## src/rtl/rv_isel_pkg.sv

```systemverilog
// shared constants, word types and the global mask function for the interrupt selector
package rv_isel_pkg;

    localparam int unsigned LOCAL_COUNT  = 48;
    localparam int unsigned LOCAL_BASE   = 16;
    localparam int unsigned LOCAL_GROUPS = LOCAL_COUNT / 8;

    localparam int unsigned B_SSI  = 1;
    localparam int unsigned B_VSSI = 2;
    localparam int unsigned B_MSI  = 3;
    localparam int unsigned B_STI  = 5;
    localparam int unsigned B_VSTI = 6;
    localparam int unsigned B_MTI  = 7;
    localparam int unsigned B_SEI  = 9;
    localparam int unsigned B_VSEI = 10;
    localparam int unsigned B_MEI  = 11;
    localparam int unsigned B_SGEI = 12;

    localparam logic [63:0] LOCAL_MASK  = 64'hFFFF_FFFF_FFFF_0000;
    localparam logic [63:0] M_GROUP  = (64'd1 << B_MEI) | (64'd1 << B_MTI) | (64'd1 << B_MSI);
    localparam logic [63:0] S_GROUP  = (64'd1 << B_SEI) | (64'd1 << B_STI) | (64'd1 << B_SSI);
    localparam logic [63:0] VS_GROUP = (64'd1 << B_VSEI) | (64'd1 << B_VSSI) | (64'd1 << B_VSTI);
    // narrow order: locals 15..0 plus the machine and supervisor sources only
    localparam logic [63:0] NARROW_MASK = 64'h0000_0000_FFFF_0000 | M_GROUP | S_GROUP;

    // privilege codes
    localparam logic [1:0] PRV_U   = 2'd0;
    localparam logic [1:0] PRV_S   = 2'd1;
    localparam logic [1:0] PRV_BAD = 2'd2;
    localparam logic [1:0] PRV_M   = 2'd3;

    // register indexes
    localparam logic [2:0] REG_MDELEG = 3'd0;
    localparam logic [2:0] REG_HDELEG = 3'd1;
    localparam logic [2:0] REG_HAS_S  = 3'd2;
    localparam logic [2:0] REG_HAS_H  = 3'd3;
    localparam logic [2:0] REG_WIDE   = 3'd4;
    localparam logic [2:0] REG_NMI    = 3'd5;

    typedef struct packed {
        logic        pad;
        logic        nmi_pending;
        logic [63:0] enable_bits;
        logic [63:0] pending_bits;
        logic        vsuper_ie;
        logic        super_ie;
        logic        machine_ie;
        logic        virt_on;
        logic [1:0]  privilege;
    } t_in_word;

    typedef struct packed {
        logic [4:0] pad;
        logic       bad_mode;
        logic [7:0] cause;
        logic       is_nmi;
        logic       taken;
    } t_out_word;

    function automatic logic [63:0] global_mask(
        input logic [1:0]  prv,
        input logic        virt,
        input logic        mie,
        input logic        sie,
        input logic        vsie,
        input logic [63:0] md,
        input logic [63:0] hd,
        input logic        has_h
    );
        logic [63:0] both;
        logic [63:0] m;
        logic [63:0] loc;
        logic [63:0] base;
        logic        v;
        both = md & hd;
        m    = '0;
        v    = has_h & virt;
        case (prv)
            PRV_U, PRV_S: begin
                if (v) begin
                    loc = (prv == PRV_S && sie) ? '1 : ~both;
                    m   = (loc & LOCAL_MASK)
                        | ((vsie ? '1 : ~hd) & VS_GROUP)
                        | ((vsie ? '1 : ~both) & (M_GROUP | S_GROUP));
                end else if (prv == PRV_U) begin
                    m = LOCAL_MASK | M_GROUP | S_GROUP;
                end else begin
                    base = sie ? '1 : ~md;
                    m    = (base & (LOCAL_MASK | M_GROUP)) | (sie ? S_GROUP : '0);
                end
            end
            PRV_M: begin
                m = mie ? (LOCAL_MASK | M_GROUP) : '0;
            end
            default: begin
                m = '0;
            end
        endcase
        return m;
    endfunction

endpackage

```

## src/rtl/riscv_interrupt_select_top.sv

```systemverilog
// top level of the interrupt selector: input register, selection logic, result register
// each word passes the input register and then the result register to the master side
// throughput: one word per cycle; the input register feeds the result register directly
// a full result register stalls the input register only while the master side holds tready low
// reset (synchronous, active low) empties both registers and loads the register defaults
// config defaults: delegations zero, supervisor present, no hypervisor, wide order, nmi cause 0
module riscv_interrupt_select_top (
    input  logic         i_clk,
    input  logic         i_rst_n,
    input  logic         s_axis_tvalid,
    output logic         s_axis_tready,
    // privilege[1:0], virt_on[2], machine_ie[3], super_ie[4], vsuper_ie[5],
    // pending_bits[69:6], enable_bits[133:70], nmi_pending[134], zero[135]
    input  logic [135:0] s_axis_tdata,
    output logic         m_axis_tvalid,
    input  logic         m_axis_tready,
    // taken[0], is_nmi[1], cause[9:2], bad_mode[10], zero[15:11]
    output logic [15:0]  m_axis_tdata,
    input  logic         psel,
    input  logic         penable,
    input  logic         pwrite,
    input  logic [5:0]   paddr,
    input  logic [63:0]  pwdata,
    output logic [63:0]  prdata,
    output logic         pready
);

    rv_isel_pkg::t_in_word  r_in;
    rv_isel_pkg::t_out_word r_out;
    rv_isel_pkg::t_out_word n_out;
    logic        r_in_valid;
    logic        r_out_valid;
    logic        w_adv;

    logic [63:0] r_mdeleg;
    logic [63:0] r_hdeleg;
    logic        r_has_s;
    logic        r_has_h;
    logic        r_wide;
    logic [7:0]  r_nmi_code;

    logic        w_cfg_wr;
    logic [2:0]  w_reg_idx;

    logic [63:0] w_mask;
    logic [63:0] w_cand;
    logic [47:0] w_loc;
    logic [rv_isel_pkg::LOCAL_GROUPS-1:0] w_grp_any;
    logic        w_loc_hit;
    logic [2:0]  w_grp;
    logic [7:0]  w_grp_bits;
    logic [2:0]  w_idx;

    assign pready    = 1'b1;
    assign w_reg_idx = paddr[5:3];
    assign w_cfg_wr  = psel & penable & pwrite & pready;

    always_ff @(posedge i_clk) begin
        if (!i_rst_n) begin
            r_mdeleg   <= '0;
            r_hdeleg   <= '0;
            r_has_s    <= 1'b1;
            r_has_h    <= 1'b0;
            r_wide     <= 1'b1;
            r_nmi_code <= '0;
        end else if (w_cfg_wr) begin
            case (w_reg_idx)
                rv_isel_pkg::REG_MDELEG: r_mdeleg   <= pwdata;
                rv_isel_pkg::REG_HDELEG: r_hdeleg   <= pwdata;
                rv_isel_pkg::REG_HAS_S:  r_has_s    <= pwdata[0];
                rv_isel_pkg::REG_HAS_H:  r_has_h    <= pwdata[0];
                rv_isel_pkg::REG_WIDE:   r_wide     <= pwdata[0];
                rv_isel_pkg::REG_NMI:    r_nmi_code <= pwdata[7:0];
                default: ;
            endcase
        end
    end

    always_comb begin
        case (w_reg_idx)
            rv_isel_pkg::REG_MDELEG: prdata = r_mdeleg;
            rv_isel_pkg::REG_HDELEG: prdata = r_hdeleg;
            rv_isel_pkg::REG_HAS_S:  prdata = {63'd0, r_has_s};
            rv_isel_pkg::REG_HAS_H:  prdata = {63'd0, r_has_h};
            rv_isel_pkg::REG_WIDE:   prdata = {63'd0, r_wide};
            rv_isel_pkg::REG_NMI:    prdata = {56'd0, r_nmi_code};
            default:                 prdata = '0;
        endcase
    end

    // handshake: the input register moves on when the result register is free or drained
    assign w_adv         = ~r_out_valid | m_axis_tready;
    assign s_axis_tready = ~r_in_valid | w_adv;

    always_ff @(posedge i_clk) begin
        if (!i_rst_n) begin
            r_in_valid <= 1'b0;
        end else if (s_axis_tready) begin
            r_in_valid <= s_axis_tvalid;
        end
    end

    always_ff @(posedge i_clk) begin
        if (s_axis_tready && s_axis_tvalid) begin
            r_in <= rv_isel_pkg::t_in_word'(s_axis_tdata);
        end
    end

    // selection
    assign w_mask = rv_isel_pkg::global_mask(r_in.privilege, r_in.virt_on, r_in.machine_ie,
        r_in.super_ie, r_in.vsuper_ie, r_has_s ? r_mdeleg : 64'd0, r_hdeleg, r_has_h);

    // narrow order drops the upper locals and the hypervisor tail
    assign w_cand = r_in.pending_bits & r_in.enable_bits & w_mask
                  & (r_wide ? 64'hFFFF_FFFF_FFFF_FFFF : rv_isel_pkg::NARROW_MASK);
    assign w_loc  = w_cand[63:16];

    always_comb begin
        for (int g = 0; g < rv_isel_pkg::LOCAL_GROUPS; g++) begin
            w_grp_any[g] = |w_loc[g*8 +: 8];
        end
    end

    assign w_loc_hit = |w_grp_any;

    always_comb begin
        w_grp = '0;
        for (int g = 0; g < rv_isel_pkg::LOCAL_GROUPS; g++) begin
            if (w_grp_any[g]) begin
                w_grp = 3'(g);
            end
        end
    end

    assign w_grp_bits = w_loc[{w_grp, 3'b000} +: 8];

    always_comb begin
        w_idx = '0;
        for (int b = 0; b < 8; b++) begin
            if (w_grp_bits[b]) begin
                w_idx = 3'(b);
            end
        end
    end

    always_comb begin
        n_out          = '0;
        n_out.bad_mode = (r_in.privilege == rv_isel_pkg::PRV_BAD);
        if (r_in.nmi_pending) begin
            n_out.taken  = 1'b1;
            n_out.is_nmi = 1'b1;
            n_out.cause  = r_nmi_code;
        end else if (w_loc_hit) begin
            n_out.taken = 1'b1;
            n_out.cause = 8'(rv_isel_pkg::LOCAL_BASE) + {2'b00, w_grp, w_idx};
        end else begin
            n_out.taken = 1'b1;
            if (w_cand[rv_isel_pkg::B_MEI]) begin
                n_out.cause = 8'(rv_isel_pkg::B_MEI);
            end else if (w_cand[rv_isel_pkg::B_MSI]) begin
                n_out.cause = 8'(rv_isel_pkg::B_MSI);
            end else if (w_cand[rv_isel_pkg::B_MTI]) begin
                n_out.cause = 8'(rv_isel_pkg::B_MTI);
            end else if (w_cand[rv_isel_pkg::B_SEI]) begin
                n_out.cause = 8'(rv_isel_pkg::B_SEI);
            end else if (w_cand[rv_isel_pkg::B_SSI]) begin
                n_out.cause = 8'(rv_isel_pkg::B_SSI);
            end else if (w_cand[rv_isel_pkg::B_STI]) begin
                n_out.cause = 8'(rv_isel_pkg::B_STI);
            end else if (w_cand[rv_isel_pkg::B_SGEI]) begin
                n_out.cause = 8'(rv_isel_pkg::B_SGEI);
            end else if (w_cand[rv_isel_pkg::B_VSEI]) begin
                n_out.cause = 8'(rv_isel_pkg::B_VSEI);
            end else if (w_cand[rv_isel_pkg::B_VSSI]) begin
                n_out.cause = 8'(rv_isel_pkg::B_VSSI);
            end else if (w_cand[rv_isel_pkg::B_VSTI]) begin
                n_out.cause = 8'(rv_isel_pkg::B_VSTI);
            end else begin
                n_out.taken = 1'b0;
            end
        end
    end

    always_ff @(posedge i_clk) begin
        if (!i_rst_n) begin
            r_out_valid <= 1'b0;
        end else if (w_adv) begin
            r_out_valid <= r_in_valid;
        end
    end

    always_ff @(posedge i_clk) begin
        if (w_adv && r_in_valid) begin
            r_out <= n_out;
        end
    end

    assign m_axis_tvalid = r_out_valid;
    assign m_axis_tdata  = r_out;

`ifndef SYNTHESIS
    a_nmi_implies_taken: assert property (@(posedge i_clk) disable iff (!i_rst_n)
        (m_axis_tvalid && m_axis_tdata[1]) |-> m_axis_tdata[0])
        else $error("nmi result without taken");

    a_bad_mode_only_nmi: assert property (@(posedge i_clk) disable iff (!i_rst_n)
        (m_axis_tvalid && m_axis_tdata[10] && m_axis_tdata[0]) |-> m_axis_tdata[1])
        else $error("maskable interrupt taken in invalid privilege");

    a_word_moves_on: assert property (@(posedge i_clk) disable iff (!i_rst_n)
        (r_in_valid && w_adv) |=> r_out_valid)
        else $error("word lost between input and result registers");

    a_ready_when_empty: assert property (@(posedge i_clk) disable iff (!i_rst_n)
        !s_axis_tready |-> (r_in_valid && r_out_valid && !m_axis_tready))
        else $error("input stalled without a full pipeline");
`endif

endmodule

```

## config.mk

```make
export PLATFORM = sky130hd
export DESIGN_NAME = riscv_interrupt_select_top
export DESIGN_NICKNAME = d
export VERILOG_FILES = /design/src/rtl/rv_isel_pkg.sv /design/src/rtl/riscv_interrupt_select_top.sv
export SDC_FILE = /design/constraint.sdc
export NUM_CORES = 1
export LEC_CHECK = 0
export BUFFER_PORTS_ARGS = -buffer_cell sky130_fd_sc_hd__buf_2
export CAP_MARGIN = 30
export CORE_ASPECT_RATIO = 0.8
export CORE_UTILIZATION = 45
export CTS_CLUSTER_SIZE = 10
export DETAILED_ROUTE_END_ITERATION = 12
export MAX_ROUTING_LAYER = met4
export PLACE_DENSITY_LB_ADDON = 0.25
export RECOVER_POWER = 50
export SLEW_MARGIN = 20
export SYNTH_ARGS = -nofsm -noshare
export SYNTH_HDL_FRONTEND = slang
export SYNTH_SLANG_ARGS = --single-unit
```

## constraint.sdc

```tcl
create_clock -name i_clk -period 5.5 [get_ports i_clk]
set_input_delay 1.375 -clock i_clk [delete_from_list [all_inputs] [get_ports i_clk]]
set_output_delay 1.375 -clock i_clk [all_outputs]
set_load 0.01 [all_outputs]
```

==> summary.md <==
| Metric | Value |
|---|---|
| Data required, critical path | `5800 ps` |
| Starting Density | `46.4%` |
| Status | `finished with violations` |
| Die ar. | `28,100 sq um` |
| Crit end category | `flop` |
| Fmax | `222 MHz` |
| Antenna-violating nets left | `0` |
| Largest net degree at the start of global routing | `142` |
| Sequential area share after synthesis | `55.0%` |
| Failing checks | `capacitance limit, slew limit` |
| Drt first-iter violations | `961` |
| CP max FO | `13` |
| Die extent in x | `187 um` |
| Most used DFF post-synth | `dfxtp_1` |
| Detailed Place HPWL | `25,900 um` |
| Worst VDD drop | `252 uV` |
| Syn. warnings | `0` |
| Row Count | `53` |
| Number of enable flip-flop cells after synthesis | `132` |
| Clock transition at path regs | `60 ps` |
| Vias in the first global route | `9,837` |
| Cell Area, Placed | `14,000 sq um` |
| PortBufs | `271` |
| #FFs+latches synth | `273` |
| Post-Route WL | `37,600 um` |
| Aggregate global routing overflow | `0` |
| Pleak | `5.53 nW` |
| Fin area | `14,900 sq um` |
| RSZ-0062 raised after global routing | `no` |
| Max-cap violations | `2` |
| Post-CTS Setup Inserts | `0` |
| Clk_lat worst skew | `560 ps` |
| Die Y | `150 um` |
| Synth unique cells | `77` |
| Pin slew with the least headroom to its limit | `2490 ps` |
| Setup tns final | `0 ps` |
| Sink Count | `273` |
| GRT Resource Usage Total | `27.0%` |
| Core area | `26,600 sq um` |
| Syn Area/Cell | `9.92 sq um` |
| Initial antenna violation count | `6` |
| Synthesized area | `12,300 sq um` |
| Async S/R FF share, synth | `0%` |
| Layout area overhead | `20.9%` |
| Total number of vias | `10,518` |
| Power Density | `300 nW/um^2` |
| Global-route wire length before repair | `56,600 um` |
| Syn Inst Count | `1,243` |
| Drt drc | `0` |
| Worst setup path class | `flop to flop` |
| Max_slew headroom | `-66.0%` |
| Vias per inst | `5.58` |
| Final number of setup-violating endpoints | `0` |
| Final Skew | `12.4 ps` |
| Fin nets | `1,707` |
| Fin. max-slew vios | `169` |
| I/O pin total | `296` |
| Worst setup SP type | `flop` |
| Root buffer cell | `clkbuf_16` |
| Hold Fails Final Rpt | `0` |
| CTS tree | `yes` |
| Minimum clock period | `4500 ps` |
| Layout cells sized above 1 | `22.5%` |
| Worst hold path class | `flop to flop` |
| Number of fill cells | `2,418` |
| H-tree depth | `1` |
| Maximum root-to-sink buffer count | `3` |
| Hold buffers post-CTS | `0` |
| Final period util | `81.7%` |
| Num CTS Buffers | `31` |
| GP Congestion | `0.946` |
| Post-cts resize count | `0` |
| CP arrival | `4800 ps` |
| Drt pass-1 iters | `8` |
| Wire per inst | `20.0 um` |
==> worst max-delay path, cell delays in order, from the launching register on <==
cell and delay (ps):
edfxtp_1 670, buf_4 310, nand2_1 120, buf_4 240, o21ai_0 140, a2111oi_0 640, a31oi_1 220, buf_4 210
nor3_4 380, nand4_1 390, or3_1 500, nor2_1 200, o31a_1 150, o21ai_1 60
==> kinds of logic after synthesis <==
group	share of synthesized area [%]
AO/OA/AOI/OAI	22.5
other	0.0609
multiplexers	1.88
buffers and inverters	3.14
AND/OR/NAND/NOR	17.2
flip-flops	55.0
adder cells (fa/ha/maj)	0.101
==> synthesized netlist by cell type (5+ instances only) <==
cell type  number  area, sq um
nand2_1       324         1220
a22oi_1         6         45.0
nor3_1         11         55.1
inv_1           8         30.0
mux2i_1        22          220
o2111ai_1       5         43.8
o211ai_1       13         97.6
a31oi_1        13         81.3
nor2_1         32          120
nor2b_1        13         81.3
dfxtp_1       141         2820
a21oi_1        41          205
edfxtp_1      132         3960
buf_2           5         25.0
a311oi_1        6         52.6
nand4_1        20          125
clkbuf_1       57          214
a21boi_0      131          983
o21ai_0        50          250
nand3_1         9         45.0
o21a_1          6         45.0
buf_1          10         37.5
a21o_1          5         37.5
buf_4           7         52.6
a22o_1         56          490
a311o_1         5         50.1
nand3b_1       21          158
and3_1          5         31.3
and2_1         15         93.8
==> through the flow <==
stage	utilization [%]	setup slack [ps]	power [mW]	hold WS [ps]	cells
finish	56.1	1000	4.47	468	1884
CTS	56.1	1040	4.49	468	1875
global route	56.0	744	4.61	491	1881
detailed placement	52.7	1070	2.64	461	1817
global placement	52.7	1130	2.63	454	1816
floorplan	-	623	2.47	443	1247
==> worst paths after layout <==
| check | from | end | slack (ps) | cells past startpoint |
|---|---|---|---|---|
| worst max-delay path | r_in[2]$_DFFE_PP_ | m_axis_tdata[2]$_DFFE_PP_ | 1000 | 13 |
| worst min-delay path | r_hdeleg[14]$_SDFFE_PN0P_ | r_hdeleg[14]$_SDFFE_PN0P_ | 470 | 2 |
| worst max register to register | r_in[2]$_DFFE_PP_ | m_axis_tdata[2]$_DFFE_PP_ | 1000 | 13 |
| worst min register to register | r_hdeleg[14]$_SDFFE_PN0P_ | r_hdeleg[14]$_SDFFE_PN0P_ | 470 | 2 |
==> registers in the layout, indices dropped and copies added (netlist names) <==
| register | cells |
|---|---|
| m_axis_tdata | 11 |
| m_axis_tvalid | 1 |
| r_has_h | 1 |
| r_has_s | 1 |
| r_hdeleg | 64 |
| r_in | 121 |
| r_in_valid | 1 |
| r_mdeleg | 64 |
| r_nmi_code | 8 |
| r_wide | 1 |
==> cell usage in the layout (no fill, tap or decap), types with 3 or more instances in the layout <==
cell type	instances
dfxtp_1	141
buf_4	20
o211ai_1	13
nor2b_1	13
o21ai_0	50
a31o_2	3
nand2_2	3
clkbuf_2	3
a311oi_1	6
a21oi_1	41
a21boi_0	131
clkbuf_1	38
diode_2	9
nand3b_1	21
o2111ai_1	5
o21a_1	6
and2_0	5
nor3_1	9
o2111a_1	3
clkbuf_16	31
a22oi_1	6
and2_1	13
and3_1	5
nand2_1	322
nor2_1	31
a22o_1	56
edfxtp_1	132
a31oi_1	13
mux2i_1	22
nand3_1	9
a311o_1	5
a2111oi_0	4
inv_1	8
a21o_1	5
conb_1	6
a32oi_1	4
nand4_1	20
buf_2	257
==> power breakdown <==
part	internal (mW)	switching (mW)
Clock	1.08	0.787
Combinational	0.141	0.222
Sequential	2.21	0.0312
Total	3.43	1.04
==> layout make-up <==
class / count / area (sq um) / area share (%)
Antenna cell: 9 / 22.5 / 0.151
Clock buffer: 57 / 893 / 5.99
Clock inverter: 1 / 8.76 / 0.0587
Inverter: 8 / 30.0 / 0.201
Multi-Input combinational cell: 884 / 5200 / 34.9
Sequential cell: 273 / 6790 / 45.5
Tap cell: 357 / 447 / 3.00
Timing Repair Buffer: 295 / 1520 / 10.2
==> routing by layer <==
metal  global-route usage [%]  vias to the layer above  part of all wire [%]  wire (um)
met2                     40.3                      450                    45      16900
met5                        -                        -                     0          0
li1                         -                     5022                     -          -
met4                     5.66                        0                   1.5        567
met3                     5.53                       48                   8.8       3320
met1                     37.8                     4998                    45      16900
Note: power is estimated with default switching activity, not from simulation.
